[src/cbd_pkg.sv]
package cbd_pkg;

    localparam int DEPTH      = 16;
    localparam int DATA_WIDTH = 32;
    localparam int ADDR_W     = $clog2(DEPTH);
    localparam int CNT_W      = $clog2(DEPTH + 1);

    typedef enum logic [1:0] {
        MODE_PUSH_BACK  = 2'd0,
        MODE_PUSH_FRONT = 2'd1,
        MODE_POP_FRONT  = 2'd2,
        MODE_POP_BACK   = 2'd3
    } t_mode;

    typedef struct packed {
        logic accept;
        logic pop_load;
    } t_cmd;

    typedef struct packed {
        logic pop_go;
    } t_stat;

endpackage

[src/cbd_req_if.sv]
interface cbd_req_if import cbd_pkg::*; ();
    logic                  valid;
    logic                  ready;
    t_mode                 mode;
    logic [DATA_WIDTH-1:0] push_data;

    modport source (output valid, output mode, output push_data, input ready);
    modport sink (input valid, input mode, input push_data, output ready);
endinterface

[src/cbd_rsp_if.sv]
interface cbd_rsp_if import cbd_pkg::*; ();
    logic                  valid;
    logic                  ready;
    logic                  ok;
    logic [DATA_WIDTH-1:0] pop_data;
    logic [CNT_W-1:0]      level;
    logic                  is_full;
    logic                  is_empty;

    modport source (
        output valid, output ok, output pop_data, output level,
        output is_full, output is_empty, input ready
    );
    modport sink (
        input valid, input ok, input pop_data, input level,
        input is_full, input is_empty, output ready
    );
endinterface

[src/cbd_ram.sv]
module cbd_ram #(
    parameter int WIDTH = 32,
    parameter int DEPTH = 16
) (
    input  logic                     i_clk,
    input  logic                     i_we,
    input  logic [$clog2(DEPTH)-1:0] i_waddr,
    input  logic [WIDTH-1:0]         i_wdata,
    input  logic [$clog2(DEPTH)-1:0] i_raddr,
    output logic [WIDTH-1:0]         o_rdata
);
    logic [WIDTH-1:0] r_mem [DEPTH];
    logic [WIDTH-1:0] r_rdata;

    always_ff @(posedge i_clk) begin
        if (i_we) begin
            r_mem[i_waddr] <= i_wdata;
        end
        r_rdata <= r_mem[i_raddr];
    end

    assign o_rdata = r_rdata;
endmodule

[src/cbd_ctrl.sv]
module cbd_ctrl import cbd_pkg::*; (
    input  logic  i_clk,
    input  logic  i_rst_n,
    input  logic  i_in_valid,
    output logic  o_in_ready,
    input  logic  i_out_ready,
    output logic  o_out_valid,
    input  t_stat i_stat,
    output t_cmd  o_cmd
);
    typedef enum logic {
        S_IDLE,
        S_POP_WAIT
    } t_state;

    t_state r_state, n_state;
    logic   r_out_valid, n_out_valid;

    assign o_in_ready     = i_rst_n && (r_state == S_IDLE) && (!r_out_valid || i_out_ready);
    assign o_out_valid    = r_out_valid;
    assign o_cmd.accept   = i_in_valid && o_in_ready;
    assign o_cmd.pop_load = (r_state == S_POP_WAIT);

    always_comb begin
        n_state     = r_state;
        n_out_valid = r_out_valid;
        unique case (r_state)
            S_IDLE: begin
                if (r_out_valid && i_out_ready) begin
                    n_out_valid = 1'b0;
                end
                if (o_cmd.accept) begin
                    if (i_stat.pop_go) begin
                        n_state = S_POP_WAIT;
                    end else begin
                        n_out_valid = 1'b1;
                    end
                end
            end
            S_POP_WAIT: begin
                n_state     = S_IDLE;
                n_out_valid = 1'b1;
            end
            default: begin
                n_state = S_IDLE;
            end
        endcase
    end

    always_ff @(posedge i_clk) begin
        if (!i_rst_n) begin
            r_state     <= S_IDLE;
            r_out_valid <= 1'b0;
        end else begin
            r_state     <= n_state;
            r_out_valid <= n_out_valid;
        end
    end

`ifndef SYNTHESIS
    a_wait_blocks_input: assert property (@(posedge i_clk) disable iff (!i_rst_n)
        (r_state == S_POP_WAIT) |-> !o_in_ready)
        else $error("input taken while a pop read is pending");

    a_pop_defers_result: assert property (@(posedge i_clk) disable iff (!i_rst_n)
        (o_cmd.accept && i_stat.pop_go) |=> (r_state == S_POP_WAIT && !r_out_valid))
        else $error("pop result shown before read data");

    a_wait_presents: assert property (@(posedge i_clk) disable iff (!i_rst_n)
        (r_state == S_POP_WAIT) |=> (r_out_valid && r_state == S_IDLE))
        else $error("pop result not presented after read");
`endif
endmodule

[src/cbd_dp.sv]
module cbd_dp import cbd_pkg::*; (
    input  logic                  i_clk,
    input  logic                  i_rst_n,
    input  t_cmd                  i_cmd,
    output t_stat                 o_stat,
    input  t_mode                 i_mode,
    input  logic [DATA_WIDTH-1:0] i_push_data,
    output logic                  o_ok,
    output logic [DATA_WIDTH-1:0] o_pop_data,
    output logic [CNT_W-1:0]      o_level,
    output logic                  o_is_full,
    output logic                  o_is_empty
);
    localparam logic [ADDR_W-1:0] LAST_IDX = ADDR_W'(DEPTH - 1);
    localparam logic [CNT_W-1:0]  FULL_CNT = CNT_W'(DEPTH);

    logic [ADDR_W-1:0]     r_front, n_front;
    logic [ADDR_W-1:0]     r_back, n_back;
    logic [CNT_W-1:0]      r_count, n_count;
    logic                  r_ok;
    logic [DATA_WIDTH-1:0] r_pop_data;
    logic [CNT_W-1:0]      r_level;
    logic                  r_is_full;
    logic                  r_is_empty;

    logic [ADDR_W-1:0]     front_prev, front_next, back_prev, back_next;
    logic [ADDR_W-1:0]     waddr, raddr;
    logic                  full, empty, is_push, done, we;
    logic [DATA_WIDTH-1:0] rdata;

    assign front_prev = (r_front == '0) ? LAST_IDX : r_front - 1'b1;
    assign front_next = (r_front == LAST_IDX) ? '0 : r_front + 1'b1;
    assign back_prev  = (r_back == '0) ? LAST_IDX : r_back - 1'b1;
    assign back_next  = (r_back == LAST_IDX) ? '0 : r_back + 1'b1;

    assign full    = (r_count == FULL_CNT);
    assign empty   = (r_count == '0);
    assign is_push = (i_mode == MODE_PUSH_BACK) || (i_mode == MODE_PUSH_FRONT);
    assign done    = is_push ? !full : !empty;
    assign we      = i_cmd.accept && is_push && !full;

    assign waddr = (i_mode == MODE_PUSH_FRONT) ? front_prev : r_back;
    assign raddr = (i_mode == MODE_POP_BACK) ? back_prev : r_front;

    assign o_stat.pop_go = !is_push && !empty;

    always_comb begin
        n_front = r_front;
        n_back  = r_back;
        n_count = r_count;
        if (i_cmd.accept && done) begin
            unique case (i_mode)
                MODE_PUSH_BACK:  n_back  = back_next;
                MODE_PUSH_FRONT: n_front = front_prev;
                MODE_POP_FRONT:  n_front = front_next;
                MODE_POP_BACK:   n_back  = back_prev;
                default:         n_back  = r_back;
            endcase
            n_count = is_push ? r_count + 1'b1 : r_count - 1'b1;
        end
    end

    cbd_ram #(
        .WIDTH (DATA_WIDTH),
        .DEPTH (DEPTH)
    ) u_ram (
        .i_clk   (i_clk),
        .i_we    (we),
        .i_waddr (waddr),
        .i_wdata (i_push_data),
        .i_raddr (raddr),
        .o_rdata (rdata)
    );

    always_ff @(posedge i_clk) begin
        if (!i_rst_n) begin
            r_front <= '0;
            r_back  <= '0;
            r_count <= '0;
        end else begin
            r_front <= n_front;
            r_back  <= n_back;
            r_count <= n_count;
        end
    end

    always_ff @(posedge i_clk) begin
        if (i_cmd.accept) begin
            r_ok       <= done;
            r_pop_data <= '0;
            r_level    <= n_count;
            r_is_full  <= (n_count == FULL_CNT);
            r_is_empty <= (n_count == '0);
        end else if (i_cmd.pop_load) begin
            r_pop_data <= rdata;
        end
    end

    assign o_ok       = r_ok;
    assign o_pop_data = r_pop_data;
    assign o_level    = r_level;
    assign o_is_full  = r_is_full;
    assign o_is_empty = r_is_empty;

`ifndef SYNTHESIS
    a_count_bound: assert property (@(posedge i_clk) disable iff (!i_rst_n)
        r_count <= FULL_CNT)
        else $error("element count beyond depth");

    a_empty_ptrs: assert property (@(posedge i_clk) disable iff (!i_rst_n)
        (r_count == '0) |-> (r_front == r_back))
        else $error("empty deque with split pointers");

    a_push_grows: assert property (@(posedge i_clk) disable iff (!i_rst_n)
        (i_cmd.accept && is_push && !full) |=> (r_count == $past(r_count) + 1'b1))
        else $error("accepted push did not grow the deque");
`endif
endmodule

[src/circular_buffer_deque.sv]
// Channel   Dir  Payload                                   Transaction
// i_req     in   mode, push_data                           valid & ready
// o_rsp     out  ok, pop_data, level, is_full, is_empty    valid & ready
//
// Push and refused operations: the result is presented in the cycle after accept.
// Successful pop: the registered read of the ring RAM, then the S_POP_WAIT state loads the result.
// A new transaction is taken while a result waits, if it leaves this cycle.
// Synchronous active-low reset clears pointers and count; the ring needs no clear.
module circular_buffer_deque import cbd_pkg::*; (
    input  logic      i_clk,
    input  logic      i_rst_n,
    cbd_req_if.sink   i_req,
    cbd_rsp_if.source o_rsp
);
    t_cmd  cmd;
    t_stat stat;
    logic  in_ready;
    logic  out_valid;

    cbd_ctrl u_ctrl (
        .i_clk       (i_clk),
        .i_rst_n     (i_rst_n),
        .i_in_valid  (i_req.valid),
        .o_in_ready  (in_ready),
        .i_out_ready (o_rsp.ready),
        .o_out_valid (out_valid),
        .i_stat      (stat),
        .o_cmd       (cmd)
    );

    cbd_dp u_dp (
        .i_clk       (i_clk),
        .i_rst_n     (i_rst_n),
        .i_cmd       (cmd),
        .o_stat      (stat),
        .i_mode      (i_req.mode),
        .i_push_data (i_req.push_data),
        .o_ok        (o_rsp.ok),
        .o_pop_data  (o_rsp.pop_data),
        .o_level     (o_rsp.level),
        .o_is_full   (o_rsp.is_full),
        .o_is_empty  (o_rsp.is_empty)
    );

    assign i_req.ready = in_ready;
    assign o_rsp.valid = out_valid;
endmodule
[src/flat_wrapper.sv]
// flat-port wrapper written by rule: the top's interface ports become plain ports
module circular_buffer_deque_flat import cbd_pkg::*;
  (i_clk, i_rst_n, i_req_valid, i_req_mode, i_req_push_data, i_req_ready, o_rsp_valid, o_rsp_ok, o_rsp_pop_data, o_rsp_level, o_rsp_is_full, o_rsp_is_empty, o_rsp_ready);
  cbd_req_if i_req_i ();
  cbd_rsp_if o_rsp_i ();
  input  logic i_clk;
  input  logic i_rst_n;
  input wire logic [$bits(i_req_i.valid)-1:0] i_req_valid;
  input wire logic [$bits(i_req_i.mode)-1:0] i_req_mode;
  input wire logic [$bits(i_req_i.push_data)-1:0] i_req_push_data;
  output wire logic [$bits(i_req_i.ready)-1:0] i_req_ready;
  output wire logic [$bits(o_rsp_i.valid)-1:0] o_rsp_valid;
  output wire logic [$bits(o_rsp_i.ok)-1:0] o_rsp_ok;
  output wire logic [$bits(o_rsp_i.pop_data)-1:0] o_rsp_pop_data;
  output wire logic [$bits(o_rsp_i.level)-1:0] o_rsp_level;
  output wire logic [$bits(o_rsp_i.is_full)-1:0] o_rsp_is_full;
  output wire logic [$bits(o_rsp_i.is_empty)-1:0] o_rsp_is_empty;
  input wire logic [$bits(o_rsp_i.ready)-1:0] o_rsp_ready;
  assign i_req_i.valid = i_req_valid;
  assign i_req_i.mode = i_req_mode;
  assign i_req_i.push_data = i_req_push_data;
  assign i_req_ready = i_req_i.ready;
  assign o_rsp_valid = o_rsp_i.valid;
  assign o_rsp_ok = o_rsp_i.ok;
  assign o_rsp_pop_data = o_rsp_i.pop_data;
  assign o_rsp_level = o_rsp_i.level;
  assign o_rsp_is_full = o_rsp_i.is_full;
  assign o_rsp_is_empty = o_rsp_i.is_empty;
  assign o_rsp_i.ready = o_rsp_ready;
  circular_buffer_deque u_core (.i_clk(i_clk), .i_rst_n(i_rst_n), .i_req(i_req_i), .o_rsp(o_rsp_i));
endmodule
[config.mk]
export PLATFORM = sky130hd
export DESIGN_NAME = circular_buffer_deque_flat
export DESIGN_NICKNAME = d
export VERILOG_FILES = /design/src/cbd_pkg.sv /design/src/cbd_req_if.sv /design/src/cbd_rsp_if.sv /design/src/cbd_ram.sv /design/src/cbd_ctrl.sv /design/src/cbd_dp.sv /design/src/circular_buffer_deque.sv /design/src/flat_wrapper.sv
export SDC_FILE = /design/constraint.sdc
export NUM_CORES = 1
export LEC_CHECK = 0
export BUFFER_PORTS_ARGS = -buffer_cell sky130_fd_sc_hd__clkbuf_2
export CAP_MARGIN = 40
export CORE_MARGIN = 4
export CORE_UTILIZATION = 55
export DETAILED_ROUTE_END_ITERATION = 6
export GPL_ROUTABILITY_DRIVEN = 0
export PLACE_DENSITY = 0.76
export SLEW_MARGIN = 10
export SYNTH_ARGS = -nofsm -noshare
export SYNTH_HDL_FRONTEND = slang
export SYNTH_HIERARCHICAL = 1
export SYNTH_SLANG_ARGS = --single-unit
[constraint.sdc]
create_clock -name i_clk -period 4.65 [get_ports i_clk]
set_input_delay 0.2325 -clock i_clk [delete_from_list [all_inputs] [get_ports i_clk]]
set_output_delay 0.2325 -clock i_clk [all_outputs]
set_load 0.02 [all_outputs]
After elaboration in Yosys (flattened, before gate mapping) --
Memories as Yosys holds them, arrays and structs flattened. A register that Yosys moved wholly into a read port is not among the register bits. Cells that the tools add are included.
Operators by class: equality and inequality tests 7, bitwise logic cells 1, multiplexer cells 20, add/sub/neg operators 6, reduce and logical (&&, ||, !) cells 23, div/mod/pow operators 0, magnitude comparators 0, multiply operators 0, shift operators 0
Operators with widths (number):
- $mux W4 | 6
- $pmux W4 S2 | 2
- $eq A5 B5 Y1 const B | 2
- $logic_not A5 Y1 | 2
- $mux W5 | 2
- $add A4 B1 Y4 const B | 2
- $eq A4 B4 Y1 const B | 2
- $logic_and A1 B1 Y1 | 8
- $logic_not A4 Y1 | 2
- $mux W1 | 8
- $sub A4 B1 Y4 const B | 2
- $add A5 B1 Y5 const B | 1
- $sub A5 B1 Y5 const B | 1
- $eq A2 B2 Y1 const B | 2
- $logic_not A1 Y1 | 4
- $pmux W1 S2 | 2
- $reduce_and A2 Y1 | 2
- $reduce_bool A2 Y1 | 2
- $eq A2 B1 Y1 const B | 1
- $logic_not A2 Y1 | 1
- $logic_or A1 B1 Y1 | 2
- $not A1 Y1 | 1
Word-level totals: bits in latches 0, memories 1, input port bits 38, register bits after elaboration 55, ROM bits 0, logic and storage cells 68, output and inout port bits 42, bits in writable memories 512
Memory list:
- u_core.u_dp.u_ram.r_mem | depth 16, bits a word 32, read ports 1, clocked after memory_dff 1, write ports 1, RTL line cbd_ram.sv:12 | logic [WIDTH-1:0] r_mem [DEPTH];

Depth between registers and ports, before layout --
depth in word-level cells 8, depth in mapped cells 11, gate-level depth less buffers 10

Cells and area by module --
The synthesis kept the hierarchy.
Modules (own cells, without submodules):
- cbd_ram | cells each 838, instances 1, area an instance 19854.0 µm², sequential area each 16015.4 µm²
- cbd_dp | cells each 286, instances 1, area an instance 2657.5 µm², sequential area each 1141.1 µm²
- cbd_ctrl | cells each 10, instances 1, area an instance 127.6 µm², sequential area each 40.0 µm²

Least setup slack after synthesis --
No wires, ideal clock.
path type register -> register, from reg u_core.u_ctrl.r_out_valid (netlist: u_core/u_ctrl/o_out_valid), to mem u_core.u_dp.u_ram.r_mem[0][0] (enable), period minus slack after synthesis 4.794 ns, slack -0.144 ns, path buffers 0, cell stages (with the launch flop) 7, data required time 4.189 ns, arrival time 4.333 ns, setup time 0.461 ns, path through dfxtp_1 -> nor2b_4 -> nor4bb_4 -> inv_1 -> a311oi_1 -> or3b_2 -> nor3_1
RTL lines:
- start: declaration | RTL line cbd_ctrl.sv:17 | logic r_out_valid, n_out_valid;
- start signal: assignment | RTL line cbd_ctrl.sv:56 | r_out_valid <= n_out_valid;
- end: declaration | RTL line cbd_ram.sv:12

Final worst setup path --
from reg u_core.u_dp.r_front[0], to mem u_core.u_dp.u_ram.r_mem[11][26] (enable)
Between the ends: word-level cells in the longest chain between the ends 3, elaborated cells on any way between the ends 4, those cells by class add/sub: 1; mux: 2; reduce/logical: 1
RTL lines:
- start: declaration | RTL line cbd_dp.sv:17 | logic [ADDR_W-1:0] r_front, n_front;
- start signal: assignment | RTL line cbd_dp.sv:81 | r_front <= n_front;
- $sub A4 B1 Y4 or $logic_not A4 Y1 (tied branches) | RTL line cbd_dp.sv:31 | assign front_prev = (r_front == '0) ? LAST_IDX : r_front - 1'b1;
- $mux W4 * | RTL line cbd_dp.sv:31
- $mux W4 * | RTL line cbd_dp.sv:42 | assign waddr = (i_mode == MODE_PUSH_FRONT) ? front_prev : r_back;
- via u_core.u_dp.waddr[1] | RTL line cbd_dp.sv:27 | logic [ADDR_W-1:0] waddr, raddr;
The timed path passes the listed nets; every way through them passes the cells marked *.

==> metrics.md <==
| Metric | Value |
|---|---|
| Result of the run | complete, no violations |
| CP Cell Sequence | inv_1, ha_1, a21oi_1, nand2_1, nor2_4, buf_4 |
| Post-synth ARST share | 0% |
| Layout cell share with drive strength beyond 1 | 28.4% |
| Crit Path Max Fanout | 16 |
| Die width | 211 µm |
| Most common flop cell mapped by yosys | edfxtp_1 |
| Final nets | 1293 |
| Yosys top cell by area | edfxtp_1 |
| Area contributors post-synth | edfxtp_1, mux4_2, dfxtp_1, a22oi_1, mux2i_1 |
| IO Count | 80 |
| GR Layer Usage met3 | 5.85% |
| Grt met2 use | 34.9% |
| Critical Path Max Stage Delay | 0.72 ns |
| Critical Path RT | 4.94 ns |
| Maximum capacitance violations | 0 |
| Longest Clk Path Bufs | 3 |
| Final WL | 50100 µm |
| DRT iter0 DRCs | 1206 |
| CTS root buffer | clkbuf_16 |
| CTS sink cnt | 599 |
| Final hold viol count | 0 |
| Power Density | 449 nW/µm² |
| Initial Utilization | 55.6% |
| Worst setup EP type | register |
| First-pass GRT wire length | 75400 µm |
| Synth cell count leaders | edfxtp_1, mux4_2, dfxtp_1 |
| # fillers | 2660 |
| Setup WS post-layout | 1.10 ns |
| GR Overflow Total | 0 |
| Max-slew violations | 0 |
| Mapped Avg Cell Area | 20.0 µm² |
| Setup TNS | 0 ns |
| Via count | 11400 |
| Crit path DAT | 3.84 ns |
| DRT Pass-1 Iters | 5 |
| Routed wire length per instance | 27.5 µm |
| Detailed Place HPWL | 29500 µm |
| Via-to-Cell Ratio | 6.25 |
| Seq/Total Area, Yosys | 76.0% |
| Setup crit start kind | register |
| Most used routing layer in global routing | met2 |
| Clock transition at path regs | 0.06 ns |
| Worst-Skew Late Latency | 0.60 ns |
| Mapped cell area | 22600 µm² |
| Vias in the first global route | 11500 |
| Slowest cell on crit path | a21oi_1 |
| Total GRT Usage | 22.9% |
| CORE AREA | 40700 µm² |
| Initial antenna violation count | 0 |
| Yosys cell types | 57 |
| # port buffers | 79 |
| Place WS | 0.873 ns |
| Post-synth EDFFs | 520 |
| Unrepaired setup endpoints after global routing | false |
| Actual slew at the worst max-slew pin | 0.919 ns |
| Syn. warnings | 6 |
| TritonCTS clock tree | built |
| Final period utilization | 76.3% |
| M1 GR Usage | 34.4% |
| Die Area | 44500 µm² |
| Remaining DRCs | 0 |
| Yosys top cell area share | 69.0% |
| Fin crit period | 3.55 ns |
| Kind of critical path | reg2reg |
| Largest net degree at the start of global routing | 109 |
| Diodes inserted | 0 |
| Leak pwr | 8.45 nW |
| Worst VDD drop | 0.000347 V |
| Hold Crit Class | in2reg |
| Area delta synth->final | 14.1% |
| Peak Freq | 0.282 GHz |
| Worst slew margin | 38.7% |
| Setup bufs post-CTS | 0 |
| Post-route ant nets | 0 |
| FF+latch count, synth | 599 |
| Htree depth | 2 |
| Core Rows | 74 |
| Gate Count Post-Synth | 1134 |
| Net Count, Synth | 1184 |
| Die Ht | 211 µm |
| Number of buffers created by CTS | 56 |
| Skew final | 0.0119 ns |
| Setup-failing EPs final | 0 |
| Top-count cell post-synth | edfxtp_1 |
-- power by group --
group          internal (mW)  leakage, nW  total, mW  switching [mW]
logic                  0.387         2.19      0.992           0.605
registers               5.97         5.33       6.03          0.0595
clock network           2.70        0.923       4.58            1.88
total                   9.06         8.45       11.6            2.55
-- final timing paths --
| kind | startpoint | endpoint | slack (ns) | depth (start not counted) |
|---|---|---|---|---|
| setup / recovery | u_core/u_dp/r_front[0] | u_core/u_dp/u_ram/r_mem[11][26] | 1.10 | 6 |
| hold / removal | o_rsp_ready | u_core/u_ctrl/r_state | 0.03 | 3 |
| hold reg to reg | u_core/u_dp/u_ram/o_rdata[3] | u_core/u_dp/o_pop_data[3] | 0.47 | 2 |
| setup reg to reg | u_core/u_dp/r_front[0] | u_core/u_dp/u_ram/r_mem[11][26] | 1.10 | 6 |
-- sequential cells by signal (all words and copies together) (netlist names) --
register,cells
u_core/u_ctrl/o_out_valid,1
u_core/u_ctrl/r_state,1
u_core/u_dp/o_is_empty,1
u_core/u_dp/o_is_full,1
u_core/u_dp/o_level,5
u_core/u_dp/o_ok,1
u_core/u_dp/o_pop_data,32
u_core/u_dp/r_back,4
u_core/u_dp/r_count,5
u_core/u_dp/r_front,4
u_core/u_dp/u_ram/o_rdata,32
u_core/u_dp/u_ram/r_mem,512
-- cell families after synthesis --
family	Yosys count	share of synthesized area (%)
and+or+nand+nor	144	3.05
muxes	165	14.4
DFF	599	76.0
AOI/OAI and AO/OA	128	4.05
buffers and inverters	81	1.70
xor gates and xnor gates	5	0.193
adders and majority gates	12	0.663
-- routing by layer --
layer,vias to the layer above,wire length [µm]
met3,75,5150
met4,0,947
met2,582,23500
met1,5886,20400
met5,-,0
li1,4826,-
-- repair_timing --
action                                  CTS  global route
endpoints found under the setup margin    0             0
resized for setup                         0             0
hold buffers                              1             0
endpoints found under the hold margin     1             0
-- cells in the final DEF, fill, tap and decap left out, drive strengths merged, types with 12 or more instances in the layout --
cell	Yosys	routed
a22oi	64	64
clkbuf	29	160
nand2	45	45
mux2i	34	34
buf	35	35
o21ai	19	19
clkinv	0	15
inv	17	17
edfxtp	520	520
a21oi	13	13
nor2	53	53
mux4	128	128
ha	12	12
dfxtp	79	79
-- metrics by stage --
stage | std cells | area, µm² | util, % | hold WS [ns] | total power, mW
2_1_floorplan | 1134 | 22600 | - | 0.331 | 6.74
3_3_place_gp | 1710 | 23800 | 58.4 | 0.446 | 7.08
3_5_place_dp | 1714 | 23900 | 58.7 | 0.455 | 7.13
4_1_cts | 1817 | 25800 | 63.3 | 0.00824 | 11.7
5_1_grt | 1819 | 25800 | 63.4 | 0.0316 | 12.0
6_report | 1819 | 25800 | 63.4 | 0.0264 | 11.6
-- critical path, delay by kind of cell (launching register included) --
kind	cells	cell delay (ns)
simple gates	2	1.20
flops	1	0.46
fa+ha+maj	1	0.35
compound gates	1	0.72
buf+inv	2	0.51
-- cell type report --
cell class,count,area [µm²],share of cell area [%]
Inverter,17,63.8,0.247
Timing Repair Buffer,115,796,3.08
Clock buffer,81,1700,6.59
Clock inverter,21,184,0.712
Sequential cell,599,17200,66.6
Tap cell,532,666,2.58
Multi-Input combinational cell,454,5220,20.2
No activity file was read; power rests on OpenSTA's default activity.
